===== src/sv/sfd_pkg.sv =====
// shared types and constants of the serial frame deframer
package sfd_pkg;

    // payload store depth and derived address width
    localparam int MAX_DATA   = 32;
    localparam int ADDR_W     = $clog2(MAX_DATA);
    localparam int RESULT_CAP = 32;
    localparam int LIMIT_CAP  = (MAX_DATA < RESULT_CAP) ? MAX_DATA : RESULT_CAP;

    // frame layout
    localparam int MIN_TOTAL = 5;
    localparam int OVERHEAD  = 4;
    localparam int DATA_OFS  = 3;

    // register reset values
    localparam logic [7:0] HEAD_RESET = 8'hAA;
    localparam logic [7:0] TAIL_RESET = 8'h0D;
    localparam logic [5:0] MAXP_RESET = 6'd32;

    // configuration register indexes
    localparam int CFG_IDX_W = 2;
    localparam logic [CFG_IDX_W-1:0] CFG_HEAD = 2'd0;
    localparam logic [CFG_IDX_W-1:0] CFG_TAIL = 2'd1;
    localparam logic [CFG_IDX_W-1:0] CFG_MAXP = 2'd2;

    // result status codes
    typedef enum logic [2:0] {
        ST_OK       = 3'd0,
        ST_LENGTH   = 3'd1,
        ST_HEAD     = 3'd2,
        ST_TAIL     = 3'd3,
        ST_CHECKSUM = 3'd4
    } status_t;

    // live configuration
    typedef struct packed {
        logic [7:0] head_byte;
        logic [7:0] tail_byte;
        logic [5:0] max_payload;
    } cfg_t;

    // write into the payload store
    typedef struct packed {
        logic              en;
        logic [ADDR_W-1:0] addr;
        logic [7:0]        data;
    } store_wr_t;

    // frame verdict handed to the emitter at the final word
    typedef struct packed {
        logic       start;
        status_t    status;
        logic [7:0] command;
        logic [5:0] count;
    } job_t;

endpackage


===== src/sv/sfd_in_if.sv =====
// input byte channel
interface sfd_in_if;
    logic       valid;
    logic       ready;
    logic [7:0] rx_byte;
    logic       buffer_end;

    modport source (output valid, output rx_byte, output buffer_end, input ready);
    modport sink (input valid, input rx_byte, input buffer_end, output ready);
endinterface


===== src/sv/sfd_out_if.sv =====
// result channel
interface sfd_out_if;
    logic       valid;
    logic       ready;
    logic [2:0] status;
    logic [7:0] command;
    logic [5:0] payload_len;
    logic [7:0] payload_byte;
    logic       byte_valid;
    logic       last_result;

    modport source (output valid, output status, output command, output payload_len,
                    output payload_byte, output byte_valid, output last_result,
                    input ready);
    modport sink (input valid, input status, input command, input payload_len,
                  input payload_byte, input byte_valid, input last_result,
                  output ready);
endinterface


===== src/sv/sfd_cfg_if.sv =====
// configuration write channel
interface sfd_cfg_if;
    logic       valid;
    logic       ready;
    logic [1:0] index;
    logic [7:0] data;

    modport source (output valid, output index, output data, input ready);
    modport sink (input valid, input index, input data, output ready);
endinterface


===== src/sv/serial_frame_deframer_core.sv =====
// top level of the serial frame deframer
//
// in_ch takes the raw bytes of one received buffer, one word per handshake,
// with buffer_end set on the final byte. Non-final words are accepted and
// produce no result. The final word closes the frame: the
// block checks length, head, tail, length field, total and XOR checksum.
// A good frame yields one out_ch word per data byte, carrying the command
// and data length, last_result set on the final one; an empty frame or a
// failed one yields a single word with last_result set.
// The first result is shown in the cycle after the final byte for an error
// or an empty frame; otherwise the sequencer first passes the fetch and load
// states. Each data byte then goes through a store read, an output load and
// the handshake, in turn, over the single read port of the payload store.
// in_ch is held off while results of a frame are pending; a stall on out_ch
// holds the current result word and stops the sequence.
// cfg_ch writes head_byte (index 0), tail_byte (1) and max_payload (2); it is
// always ready, other indexes are ignored. Reset restores the default
// registers (0xAA, 0x0D, 32) and clears the frame state; the payload store
// needs no clearing.
module serial_frame_deframer_core (
    input  logic       clk,
    input  logic       rst_n,
    sfd_in_if.sink     in_ch,
    sfd_out_if.source  out_ch,
    sfd_cfg_if.sink    cfg_ch
);
    import sfd_pkg::*;

    cfg_t       cfg_reg, cfg_next;
    store_wr_t  store_wr;
    job_t       job;
    logic       emit_idle;
    logic       in_fire;

    // configuration registers
    assign cfg_ch.ready = 1'b1;

    always_comb
    begin
        cfg_next = cfg_reg;
        if (cfg_ch.valid)
        begin
            unique case (cfg_ch.index)
                CFG_HEAD: cfg_next.head_byte   = cfg_ch.data;
                CFG_TAIL: cfg_next.tail_byte   = cfg_ch.data;
                CFG_MAXP: cfg_next.max_payload = cfg_ch.data[5:0];
                default:  cfg_next = cfg_reg;
            endcase
        end
    end

    always_ff @(posedge clk or negedge rst_n)
    begin
        if (!rst_n)
        begin
            cfg_reg.head_byte   <= HEAD_RESET;
            cfg_reg.tail_byte   <= TAIL_RESET;
            cfg_reg.max_payload <= MAXP_RESET;
        end
        else
            cfg_reg <= cfg_next;
    end

    // input accepted only while no results are pending
    assign in_ch.ready = emit_idle;
    assign in_fire     = in_ch.valid && emit_idle;

    sfd_parser u_parser (
        .clk        (clk),
        .rst_n      (rst_n),
        .in_fire    (in_fire),
        .rx_byte    (in_ch.rx_byte),
        .buffer_end (in_ch.buffer_end),
        .cfg        (cfg_reg),
        .store_wr   (store_wr),
        .job        (job)
    );

    sfd_emitter u_emitter (
        .clk      (clk),
        .rst_n    (rst_n),
        .store_wr (store_wr),
        .job      (job),
        .idle     (emit_idle),
        .out_ch   (out_ch)
    );

endmodule


===== src/sv/sfd_parser.sv =====
// frame parser: per-buffer state, store writes and end-of-buffer verdict
module sfd_parser (
    input  logic                clk,
    input  logic                rst_n,
    input  logic                in_fire,
    input  logic [7:0]          rx_byte,
    input  logic                buffer_end,
    input  sfd_pkg::cfg_t       cfg,
    output sfd_pkg::store_wr_t  store_wr,
    output sfd_pkg::job_t       job
);
    import sfd_pkg::*;

    logic [5:0] byte_count_reg, byte_count_next;
    logic       head_ok_reg, head_ok_next;
    logic [7:0] length_reg, length_next;
    logic [7:0] command_reg, command_next;
    logic [7:0] xor_reg, xor_next;
    logic [7:0] near_reg, near_next;

    logic [5:0] limit;
    logic [8:0] total_w;
    logic [8:0] len_w;
    status_t    verdict;

    // effective data length limit
    assign limit = ({2'b00, cfg.max_payload} > 8'(LIMIT_CAP)) ? 6'(LIMIT_CAP)
                                                              : cfg.max_payload;
    assign total_w = 9'(byte_count_reg) + 9'd1;
    assign len_w   = {1'b0, length_reg};

    // checks in priority order
    always_comb
    begin
        priority if (total_w < 9'(MIN_TOTAL))
            verdict = ST_LENGTH;
        else if (!head_ok_reg)
            verdict = ST_HEAD;
        else if (rx_byte != cfg.tail_byte)
            verdict = ST_TAIL;
        else if ((len_w < 9'd1) || (len_w > 9'(limit) + 9'd1))
            verdict = ST_LENGTH;
        else if (total_w != len_w + 9'(OVERHEAD))
            verdict = ST_LENGTH;
        else if ((xor_reg ^ near_reg) != near_reg)
            verdict = ST_CHECKSUM;
        else
            verdict = ST_OK;
    end

    // verdict out to the emitter
    always_comb
    begin
        job.start   = in_fire && buffer_end;
        job.status  = verdict;
        job.command = command_reg;
        job.count   = 6'(length_reg - 8'd1);
    end

    // store write for data-area words
    always_comb
    begin
        store_wr.en   = in_fire && !buffer_end && (byte_count_reg >= 6'(DATA_OFS))
                        && ({1'b0, byte_count_reg} < 7'(MAX_DATA + DATA_OFS));
        store_wr.addr = ADDR_W'(byte_count_reg - 6'(DATA_OFS));
        store_wr.data = rx_byte;
    end

    // per-buffer state update
    always_comb
    begin
        byte_count_next = byte_count_reg;
        head_ok_next    = head_ok_reg;
        length_next     = length_reg;
        command_next    = command_reg;
        xor_next        = xor_reg;
        near_next       = near_reg;
        if (in_fire)
        begin
            if (buffer_end)
            begin
                byte_count_next = '0;
                head_ok_next    = 1'b0;
                length_next     = '0;
                command_next    = '0;
                xor_next        = '0;
                near_next       = '0;
            end
            else
            begin
                if (byte_count_reg == 6'd0)
                    head_ok_next = (rx_byte == cfg.head_byte);
                else
                    xor_next = xor_reg ^ rx_byte;
                if (byte_count_reg == 6'd1)
                    length_next = rx_byte;
                if (byte_count_reg == 6'd2)
                    command_next = rx_byte;
                near_next = rx_byte;
                if (byte_count_reg != 6'h3F)
                    byte_count_next = byte_count_reg + 6'd1;
            end
        end
    end

    always_ff @(posedge clk or negedge rst_n)
    begin
        if (!rst_n)
        begin
            byte_count_reg <= '0;
            head_ok_reg    <= 1'b0;
            length_reg     <= '0;
            command_reg    <= '0;
            xor_reg        <= '0;
            near_reg       <= '0;
        end
        else
        begin
            byte_count_reg <= byte_count_next;
            head_ok_reg    <= head_ok_next;
            length_reg     <= length_next;
            command_reg    <= command_next;
            xor_reg        <= xor_next;
            near_reg       <= near_next;
        end
    end

endmodule


===== src/sv/sfd_emitter.sv =====
// payload store and result sequencer with output register
module sfd_emitter (
    input  logic                clk,
    input  logic                rst_n,
    input  sfd_pkg::store_wr_t  store_wr,
    input  sfd_pkg::job_t       job,
    output logic                idle,
    sfd_out_if.source           out_ch
);
    import sfd_pkg::*;

    typedef enum logic [3:0] {
        E_IDLE  = 4'b0001,
        E_FETCH = 4'b0010,
        E_LOAD  = 4'b0100,
        E_SHOW  = 4'b1000
    } emit_state_t;

    emit_state_t state_reg, state_next;
    logic [5:0]  k_reg, k_next;
    logic [5:0]  n_reg, n_next;
    logic [7:0]  cmd_reg, cmd_next;

    status_t     o_status_reg, o_status_next;
    logic [7:0]  o_cmd_reg, o_cmd_next;
    logic [5:0]  o_len_reg, o_len_next;
    logic [7:0]  o_byte_reg, o_byte_next;
    logic        o_bv_reg, o_bv_next;
    logic        o_last_reg, o_last_next;

    logic [7:0]  mem [MAX_DATA];
    logic [7:0]  rd_data_reg;
    logic        rd_en;

    // payload store, one write and one registered read port
    always_ff @(posedge clk)
    begin
        if (store_wr.en)
            mem[store_wr.addr] <= store_wr.data;
    end

    always_ff @(posedge clk)
    begin
        if (rd_en)
            rd_data_reg <= mem[k_reg[ADDR_W-1:0]];
    end

    // sequencer
    always_comb
    begin
        state_next    = state_reg;
        k_next        = k_reg;
        n_next        = n_reg;
        cmd_next      = cmd_reg;
        o_status_next = o_status_reg;
        o_cmd_next    = o_cmd_reg;
        o_len_next    = o_len_reg;
        o_byte_next   = o_byte_reg;
        o_bv_next     = o_bv_reg;
        o_last_next   = o_last_reg;
        rd_en         = 1'b0;
        unique case (state_reg)
            E_IDLE:
            begin
                if (job.start)
                begin
                    k_next   = '0;
                    n_next   = job.count;
                    cmd_next = job.command;
                    if (job.status != ST_OK)
                    begin
                        o_status_next = job.status;
                        o_cmd_next    = '0;
                        o_len_next    = '0;
                        o_byte_next   = '0;
                        o_bv_next     = 1'b0;
                        o_last_next   = 1'b1;
                        state_next    = E_SHOW;
                    end
                    else if (job.count == 6'd0)
                    begin
                        o_status_next = ST_OK;
                        o_cmd_next    = job.command;
                        o_len_next    = '0;
                        o_byte_next   = '0;
                        o_bv_next     = 1'b0;
                        o_last_next   = 1'b1;
                        state_next    = E_SHOW;
                    end
                    else
                        state_next = E_FETCH;
                end
            end
            E_FETCH:
            begin
                rd_en      = 1'b1;
                state_next = E_LOAD;
            end
            E_LOAD:
            begin
                o_status_next = ST_OK;
                o_cmd_next    = cmd_reg;
                o_len_next    = n_reg;
                o_byte_next   = rd_data_reg;
                o_bv_next     = 1'b1;
                o_last_next   = (k_reg + 6'd1 == n_reg);
                state_next    = E_SHOW;
            end
            E_SHOW:
            begin
                if (out_ch.ready)
                begin
                    if (o_last_reg)
                        state_next = E_IDLE;
                    else
                    begin
                        k_next     = k_reg + 6'd1;
                        state_next = E_FETCH;
                    end
                end
            end
            default:
                state_next = E_IDLE;
        endcase
    end

    always_ff @(posedge clk or negedge rst_n)
    begin
        if (!rst_n)
        begin
            state_reg <= E_IDLE;
            k_reg     <= '0;
            n_reg     <= '0;
        end
        else
        begin
            state_reg <= state_next;
            k_reg     <= k_next;
            n_reg     <= n_next;
        end
    end

    // output word register
    always_ff @(posedge clk)
    begin
        cmd_reg      <= cmd_next;
        o_status_reg <= o_status_next;
        o_cmd_reg    <= o_cmd_next;
        o_len_reg    <= o_len_next;
        o_byte_reg   <= o_byte_next;
        o_bv_reg     <= o_bv_next;
        o_last_reg   <= o_last_next;
    end

    assign idle                = (state_reg == E_IDLE);
    assign out_ch.valid        = (state_reg == E_SHOW);
    assign out_ch.status       = o_status_reg;
    assign out_ch.command      = o_cmd_reg;
    assign out_ch.payload_len  = o_len_reg;
    assign out_ch.payload_byte = o_byte_reg;
    assign out_ch.byte_valid   = o_bv_reg;
    assign out_ch.last_result  = o_last_reg;

endmodule


===== src/flat_wrapper.sv =====
// flat-port wrapper written by rule: the top's interface ports become plain ports
module serial_frame_deframer_core_flat import sfd_pkg::*;
  (clk, rst_n, in_ch_valid, in_ch_rx_byte, in_ch_buffer_end, in_ch_ready, out_ch_valid, out_ch_status, out_ch_command, out_ch_payload_len, out_ch_payload_byte, out_ch_byte_valid, out_ch_last_result, out_ch_ready, cfg_ch_valid, cfg_ch_index, cfg_ch_data, cfg_ch_ready);
  sfd_in_if in_ch_i ();
  sfd_out_if out_ch_i ();
  sfd_cfg_if cfg_ch_i ();
  input  logic clk;
  input  logic rst_n;
  input wire logic [$bits(in_ch_i.valid)-1:0] in_ch_valid;
  input wire logic [$bits(in_ch_i.rx_byte)-1:0] in_ch_rx_byte;
  input wire logic [$bits(in_ch_i.buffer_end)-1:0] in_ch_buffer_end;
  output wire logic [$bits(in_ch_i.ready)-1:0] in_ch_ready;
  output wire logic [$bits(out_ch_i.valid)-1:0] out_ch_valid;
  output wire logic [$bits(out_ch_i.status)-1:0] out_ch_status;
  output wire logic [$bits(out_ch_i.command)-1:0] out_ch_command;
  output wire logic [$bits(out_ch_i.payload_len)-1:0] out_ch_payload_len;
  output wire logic [$bits(out_ch_i.payload_byte)-1:0] out_ch_payload_byte;
  output wire logic [$bits(out_ch_i.byte_valid)-1:0] out_ch_byte_valid;
  output wire logic [$bits(out_ch_i.last_result)-1:0] out_ch_last_result;
  input wire logic [$bits(out_ch_i.ready)-1:0] out_ch_ready;
  input wire logic [$bits(cfg_ch_i.valid)-1:0] cfg_ch_valid;
  input wire logic [$bits(cfg_ch_i.index)-1:0] cfg_ch_index;
  input wire logic [$bits(cfg_ch_i.data)-1:0] cfg_ch_data;
  output wire logic [$bits(cfg_ch_i.ready)-1:0] cfg_ch_ready;
  assign in_ch_i.valid = in_ch_valid;
  assign in_ch_i.rx_byte = in_ch_rx_byte;
  assign in_ch_i.buffer_end = in_ch_buffer_end;
  assign in_ch_ready = in_ch_i.ready;
  assign out_ch_valid = out_ch_i.valid;
  assign out_ch_status = out_ch_i.status;
  assign out_ch_command = out_ch_i.command;
  assign out_ch_payload_len = out_ch_i.payload_len;
  assign out_ch_payload_byte = out_ch_i.payload_byte;
  assign out_ch_byte_valid = out_ch_i.byte_valid;
  assign out_ch_last_result = out_ch_i.last_result;
  assign out_ch_i.ready = out_ch_ready;
  assign cfg_ch_i.valid = cfg_ch_valid;
  assign cfg_ch_i.index = cfg_ch_index;
  assign cfg_ch_i.data = cfg_ch_data;
  assign cfg_ch_ready = cfg_ch_i.ready;
  serial_frame_deframer_core u_core (.clk(clk), .rst_n(rst_n), .in_ch(in_ch_i), .out_ch(out_ch_i), .cfg_ch(cfg_ch_i));
endmodule

===== config.mk =====
export PLATFORM = sky130hd
export DESIGN_NAME = serial_frame_deframer_core_flat
export DESIGN_NICKNAME = d
export VERILOG_FILES = /design/src/sv/sfd_pkg.sv /design/src/sv/sfd_in_if.sv /design/src/sv/sfd_out_if.sv /design/src/sv/sfd_cfg_if.sv /design/src/sv/serial_frame_deframer_core.sv /design/src/sv/sfd_parser.sv /design/src/sv/sfd_emitter.sv /design/src/flat_wrapper.sv
export SDC_FILE = /design/constraint.sdc
export NUM_CORES = 1
export LEC_CHECK = 0
export ABC_AREA = 0
export ABC_CLOCK_PERIOD_IN_PS = 8300
export BUFFER_PORTS_ARGS = -buffer_cell sky130_fd_sc_hd__buf_2
export CAP_MARGIN = 20
export CORE_MARGIN = 1
export CORE_UTILIZATION = 55
export DETAILED_ROUTE_END_ITERATION = 8
export GPL_TIMING_DRIVEN = 0
export PLACE_DENSITY = 0.81
export SLEW_MARGIN = 20
export SYNTH_ARGS = -nofsm -noshare
export SYNTH_HDL_FRONTEND = slang
export SYNTH_SLANG_ARGS = --single-unit
export TNS_END_PERCENT = 1

===== constraint.sdc =====
create_clock -name clk -period 8.3 [get_ports clk]
set_clock_uncertainty 0.1 [all_clocks]
set_input_delay 0.415 -clock clk [delete_from_list [all_inputs] [get_ports clk]]
set_output_delay 0.415 -clock clk [all_outputs]
set_load 0.01 [all_outputs]

# Yosys cells after proc, flatten, opt, wreduce, memory -nomap -nowiden
# Memories as Yosys holds them, arrays and structs flattened. A register that Yosys moved wholly into a read port is not among the register bits.
# Index checks and enable logic that the tools add are counted.
[classes]
add_sub_neg = 7
order_cmp = 6
eq_ne = 19
n_mux = 55
n_bitwise = 2
n_reduce_logical = 29
[ops]
columns = ["operator", "count"]
rows = [
  ["2-to-1 mux 8 bit", 13],
  ["2-to-1 mux 6 bit", 9],
  ["one-hot mux 8 bit (2 select lines)", 2],
  ["2-to-1 mux 3 bit", 9],
  ["one-hot mux 6 bit (2 select lines)", 2],
  ["AND reduction 2 bit", 10],
  ["2-to-1 mux 4 bit", 4],
  ["!= test 8 bit", 2],
  ["one-hot mux 4 bit (4 select lines)", 1],
  ["XOR 8 bit", 2],
  ["adder 6 x 1 -> 7 bit (second input constant)", 2],
  ["adder 6 x 1 -> 6 bit (second input constant)", 2],
  ["logical NOT 6 bit", 2],
  ["nonzero test 2 bit", 6],
  ["2-to-1 mux 1 bit", 11],
  ["adder 8 x 3 -> 9 bit (second input constant)", 1],
  ["!= test 7 x 9 -> 1 bit", 1],
  ["equality test 8 bit", 1],
  ["> comparator 8 x 7 -> 1 bit", 1],
  ["< comparator 8 x 1 -> 1 bit (second input constant)", 1],
  ["< comparator 7 x 3 -> 1 bit (second input constant)", 1],
  ["equality test 6 x 1 -> 1 bit (second input constant)", 1],
  ["equality test 6 x 2 -> 1 bit (second input constant)", 1],
  ["equality test 6 bit", 1],
  ["25 further kinds", 32],
]
[totals]
regBits = 112
mem_bits_rw = 256
in_bits = 24
out_inout_bits = 30
elab_cells = 138
n_memories = 1
[mem_list]
columns = ["memory", "words", "word_bits", "read_ports", "rd_clocked_by_memory_dff", "wr", "line", "text"]
rows = [
  ["u_core.u_emitter.mem", 32, 8, 1, 1, 1, "sfd_emitter.sv:31", "logic [7:0] mem [MAX_DATA];"],
]

# Longest topological paths before layout
[depth]
depth_word = 13
mapped_depth = 12
depth_no_buf = 12

# Hierarchy
# Synthesis repeated with hierarchy kept, for this count alone.
[hier_totals]
cells_unflattened = 1048
area_unflattened_um2 = 15979.1
[modules_own_cells]
columns = ["mod", "instances", "cells_each", "area_per_inst_um2", "seq_area_each_um2"]
rows = [
  ["sfd_emitter", 1, 725, 12695.9, 9380.2],
  ["sfd_parser", 1, 273, 2419.8, 775.7],
  ["serial_frame_deframer_core", 1, 50, 863.3, 560.5],
]

# Worst setup path after synthesis
# OpenSTA, ideal clock, no wires.
[synth_path]
path_type = "reg-to-reg"
from = "reg u_core.cfg_reg[5] (netlist name)"
to = "reg u_core.u_emitter.o_bv_reg (netlist: u_core.u_emitter.out_ch.byte_valid) (enable)"
setup_ns = 0.423
arrival_time_ns = 3.407
required_ns = 7.777
slack_ns = 4.370
stages_incl_launch_ff = 13
n_path_buf = 0
period_less_slack_ns = 3.930
path_cell_list = "dfstp_2 nand2b_1 inv_1 ha_1 nand3_1 xnor2_1 nand2b_1 ha_1 nand4b_1 a21oi_1 o22ai_1 and4_1 a22oi_1"
[synth_between]
elab_chain_cells = 12
[synth_lines]
columns = ["item", "line", "text"]
rows = [
  ["start, declared", "serial_frame_deframer_core.sv:29", "cfg_t cfg_reg, cfg_next;"],
  ["start signal, assigned", "serial_frame_deframer_core.sv:61", "cfg_reg <= cfg_next;"],
  ["> comparator 6 bit", "sfd_parser.sv:27", "assign limit = ({2'b00, cfg.max_payload} > 8'(LIMIT_CAP)) ? 6'(LIMIT_CAP)"],
  ["2-to-1 mux 6 bit *", "sfd_parser.sv:27", ""],
  ["adder 6 x 1 -> 7 bit *", "sfd_parser.sv:41", "else if ((len_w < 9'd1) || (len_w > 9'(limit) + 9'd1))"],
  ["> comparator 8 x 7 -> 1 bit *", "sfd_parser.sv:41", ""],
  ["logical OR 1 bit *", "sfd_parser.sv:41", ""],
  ["2-to-1 mux 3 bit *", "sfd_parser.sv:41", ""],
  ["2-to-1 mux 3 bit *", "sfd_parser.sv:39", "else if (rx_byte != cfg.tail_byte)"],
  ["2-to-1 mux 3 bit *", "sfd_parser.sv:37", "else if (!head_ok_reg)"],
  ["2-to-1 mux 3 bit *", "sfd_parser.sv:35", "priority if (total_w < 9'(MIN_TOTAL))"],
  ["nonzero test 3 bit *", "sfd_emitter.sv:70", "if (job.status != ST_OK)"],
  ["!= test 3 bit (no source line) *", "-", ""],
  ["AND reduction 3 bit (no source line) *", "-", ""],
  ["end signal, assigned", "sfd_emitter.sv:151", "o_bv_reg <= o_bv_next;"],
  ["end, declared", "sfd_emitter.sv:28", "logic o_bv_reg, o_bv_next;"],
]
# Every way passes the cells marked *; elsewhere a longest branch is shown, timed or not.
# A chain may end at the register's enable or synchronous reset.

# Worst setup path after layout
[layout_path]
from = "reg u_core.u_parser.byte_count_reg[0]"
to = "mem u_core.u_emitter.mem[30][7] (enable)"
[layout_between]
elab_chain_cells = 5
elab_cells_between_ends = 7
classes_between = "add/sub (1); order compare (2); mux (2); reduce/logical (2)"
[layout_lines]
columns = ["item", "line", "text"]
rows = [
  ["start, declared", "sfd_parser.sv:14", "logic [5:0] byte_count_reg, byte_count_next;"],
  ["start signal, assigned", "sfd_parser.sv:119", "byte_count_reg <= byte_count_next;"],
  [">= comparator 6 x 2 -> 1 bit", "sfd_parser.sv:63", "store_wr.en = in_fire && !buffer_end && (byte_count_reg >= 6'(DATA_OFS))"],
  ["logical AND 1 bit", "sfd_parser.sv:63", ""],
  ["logical AND 1 bit", "sfd_parser.sv:64", "&& ({1'b0, byte_count_reg} < 7'(MAX_DATA + DATA_OFS));"],
  ["2-to-1 mux 1 bit", "sfd_emitter.sv:38", "if (store_wr.en)"],
  ["2-to-1 mux 1 bit (not written as such)", "sfd_emitter.sv:39", "mem[store_wr.addr] <= store_wr.data;"],
  ["end, declared", "sfd_emitter.sv:31", ""],
]
# Several ways; a longest one is shown, not always the timed one.

==> results.md <==
* Status: finished, final reports clean
* Min-Delay Endpoint: u_core.cfg_reg[13]
* Filler Cells Inserted at between 1500 and 2000
* Netlist Area Pre-Place at roughly 16000 um^2
* Layout cells sized above 1 at between 10% and 20%
* H-tree Lvls at 2
* Vias at approximately 9400
* CP Data Required Time at 8.34 ns
* EDFF count, synth at 299
* Antenna fix cells at 0
* Vias in the first global route at approximately 9300
* Slew HR at a little over a third
* Yosys reg bits at roughly 370
* Synth area leaders: edfxtp_1 (57%), dfrtp_1 (9.6%), mux4_2 (5.7%), mux2i_1 (3.3%), mux2_2 (2.1%)
* Final period demand of the worst path at 3.56 ns
* Post-synthesis adder-cell area fraction at about 1.4%
* R2R Path End: u_core.u_emitter.mem[30][7]
* FMAX at ~280 MHz
* Final-report setup violation count at 0
* Largest net degree at the start of global routing at 51
* Gr busiest metal: met2
* Clock Power Share at 39.6%
* HP Class: in2reg
* # clock sinks at 368
* Max reg flops at 256
* Post-DP Area at about 16000 um^2
* Hold Crit Depth at 2
* Starting Density at 56.2%
* Placer congestion estimate at around 0.93
* Synth warn at 0
* Main combinational cell family by area after synthesis: multiplexers
* Cell family with most CP delay: simple AND/OR/NAND/NOR gates
* Die width at 171 um
* Cell variety after synth at just under 60
* Post-Place Worst Slack at between 4 and 5 ns
* Critical path's slowest cell: nor2_1
* Most frequent cells in the layout: edfxtp_1 (299), nand2_1 (83), dfrtp_1 (60)
* DR WL/cell at 23.3 um
* Synth top area share at between 50% and 60%
* Total clock buffers created by CTS at 36
* Largest stage delay, worst path at 0.83 ns
* Total Routing Usage GR at roughly a quarter
* Worst r2r src: u_core.u_parser.byte_count_reg[0]
* PwrDens at 245 nW/um^2
* Post_cts resized at 0
* Core area at 27900 um^2
* DRC Markers at 0
* Final layout net count at around 1200
* Die height at approximately 170 um
* CP max FO at 10
* Final Instance Area at between 15000 and 20000 um^2
* Initial DRC count at about 1100
* Maximum vdd drop at ~0.14 mV
* Pre-Repair DR Iteration Count at 5
* Global-route wire length before repair at ~54000 um
* Smallest hold slack at ~0.048 ns
* Layout Area Growth over Synthesis at 13.0%
* Gate power share at between 10% and 20%
* Max cap viols at 0
* Post-DRT Antenna Nets at 0
* Clk_lat worst skew at 0.53 ns
* R2R Setup Slk at about 4.7 ns
* Reported net switching power at between 1 and 1.5 mW
* Crit path DAT at ~3.6 ns
* Initial antenna violation count at 0
* Simple-Gate Fraction of Synth Area at under 10%
* Crit share post-route at a little over two fifths
* CTS Buffer Depth at 3
* Seq pwr share at about half
* Sequential share of the synthesized area at just under 70%
* Synth Area in Compound Gates at under 10%
* Cell Rows at 61
* Worst-Margin Slew at a little under 1 ns
* Root buffer cell: clkbuf_16
* Critical path type: reg2reg
* FFs w/ async S/R, synth at a little under a fifth
* Leak at 5.95 nW
* Total Die Area at around 30000 um^2
* Max-slew violations at 0
* Crit start category: flip-flop
* Switching Fraction at 23.8%
* Int Power at about 3.3 mW
* Clk slew on worst S/H paths at 0.06 ns
* Post-synth top area cell: edfxtp_1
* # IOs at 54
* Routed WL at about 35000 um
* Port bufs at 51
* Syn_area_per_cell at between 15 and 20 um^2
* Post-DP HPWL at 22300 um
* Hold_sp: cfg_ch_data[7]
* Met1 usage at between 30% and 40%
* CTS tree: done
* Fin worst setup slack at approximately 4.7 ns
* Post-Synth XOR/XNOR Area at about 3.2%
* Gr ovfl total at 0
* Setup TNS at 0 ns
* RSZ-0062 raised after global routing: no
* Crit. End Element: flip-flop
* Multiplexer area fraction after synthesis at between 10% and 20%
* Worst path cell trace: ha_1 > clkbuf_1 > nor4_1 > xor2_1 > nor3_1 > nand2_1 > nor2_1
* Leading cell type in the layout, fill and taps excluded: edfxtp_1
* Met3 global-route usage at between 3 and 4%
* M2 GR Usage at ~41%
* Synth Instances at approximately 1000
* Core Util, Final at roughly 64%
* Hold Vio Cnt, Final at 0
* Ys flop type: edfxtp_1
* Vias/cell at a little over 6
* FF-to-FF path depth at 7
* Crit path buf inv count at 1
[cell type report]
cell class | count | area, um^2 | area share (%)
inverters | 16 | 60.1 | 0.339
flip-flops and latches | 368 | 10700 | 60.4
multi-input cells | 586 | 4680 | 26.4
plain buffers | 53 | 249 | 1.40
clock inverters | 22 | 275 | 1.55
clock buffers | 44 | 973 | 5.49
repair buffers | 54 | 310 | 1.75
well taps | 378 | 473 | 2.67
[layer usage]
| layer | share of wire [%] | vias up |
|---|---|---|
| li1 | - | 4109 |
| met1 | 41 | 4686 |
| met2 | 48 | 535 |
| met3 | 7.8 | 105 |
| met4 | 3.9 | 0 |
| met5 | 0 | - |
[cells by family after synthesis]
| family | after synthesis |
|---|---|
| and+or+nand+nor | 252 |
| DFF | 368 |
| AOI/OAI and AO/OA | 138 |
| muxes | 120 |
| adders and majority gates | 17 |
| xor gates and xnor gates | 57 |
| buffers and inverters | 69 |
| other | 1 |
[worst reg2reg max path: stages, from the launching register on]
cell	delay [ns]
dfrtp_1	0.53
ha_1	0.34
clkbuf_1	0.37
nor4_1	0.10
xor2_1	0.16
nor3_1	0.32
nand2_1	0.43
nor2_1	0.83
[metrics by stage]
| step | cells | total power, mW |
|---|---|---|
| after floorplan | 1023 | 2.51 |
| after detailed placement | 1454 | 2.65 |
| after global placement | 1452 | 2.63 |
| after CTS | 1521 | 4.34 |
| final | 1521 | 4.35 |
| after global routing | 1521 | 4.48 |
[repair_timing]
item	4_1_cts	5_1_grt
endpoints found under the hold margin	19	0
setup buffers	0	0
endpoints found under the setup margin	0	0
hold buffers	1	0
[power groups by stage]
stage               Clock [mW]  Combinational (mW)  Sequential [mW]
floorplan                    0               0.307             2.20
global placement             0               0.406             2.22
detailed placement           0               0.426             2.23
CTS                       1.72               0.431             2.19
global route              1.79               0.485             2.20
finish                    1.72               0.434             2.19
[cells in the mapped netlist, drive strengths merged, types with 5 or more instances]
master,instances
nand3b,5
nand3,20
dfrtp,60
edfxtp,299
nor2b,13
mux4,40
buf,22
nor3,11
o21ai,46
mux2,29
nand2b,10
xor2,34
nor2,60
clkbuf,31
nor4,10
and3,6
mux2i,51
nand4,8
and2,19
a21oi,11
inv,15
nand2,83
dfstp,9
a22oi,10
ha,17
xnor2,23
a31oi,5
o221ai,36
a22o,8
[worst max-delay path by stage]
stage | start | depth (start not counted) | endpoint | slack [ns]
detailed placement | in_ch_rx_byte[5] | 8 | u_core.u_emitter.out_ch.payload_byte[6] | 4.54
global route | u_core.cfg_reg[5] | 13 | u_core.u_emitter.out_ch.payload_byte[6] | 4.52
floorplan | u_core.cfg_reg[5] | 12 | u_core.u_emitter.out_ch.byte_valid | 4.37
finish | u_core.u_parser.byte_count_reg[0] | 7 | u_core.u_emitter.mem[30][7] | 4.74
CTS | u_core.cfg_reg[5] | 13 | u_core.u_emitter.out_ch.payload_len[3] | 4.76
global placement | u_core.cfg_reg[5] | 12 | u_core.u_emitter.out_ch.payload_byte[5] | 3.78
Power figures use the tool's default switching activity.
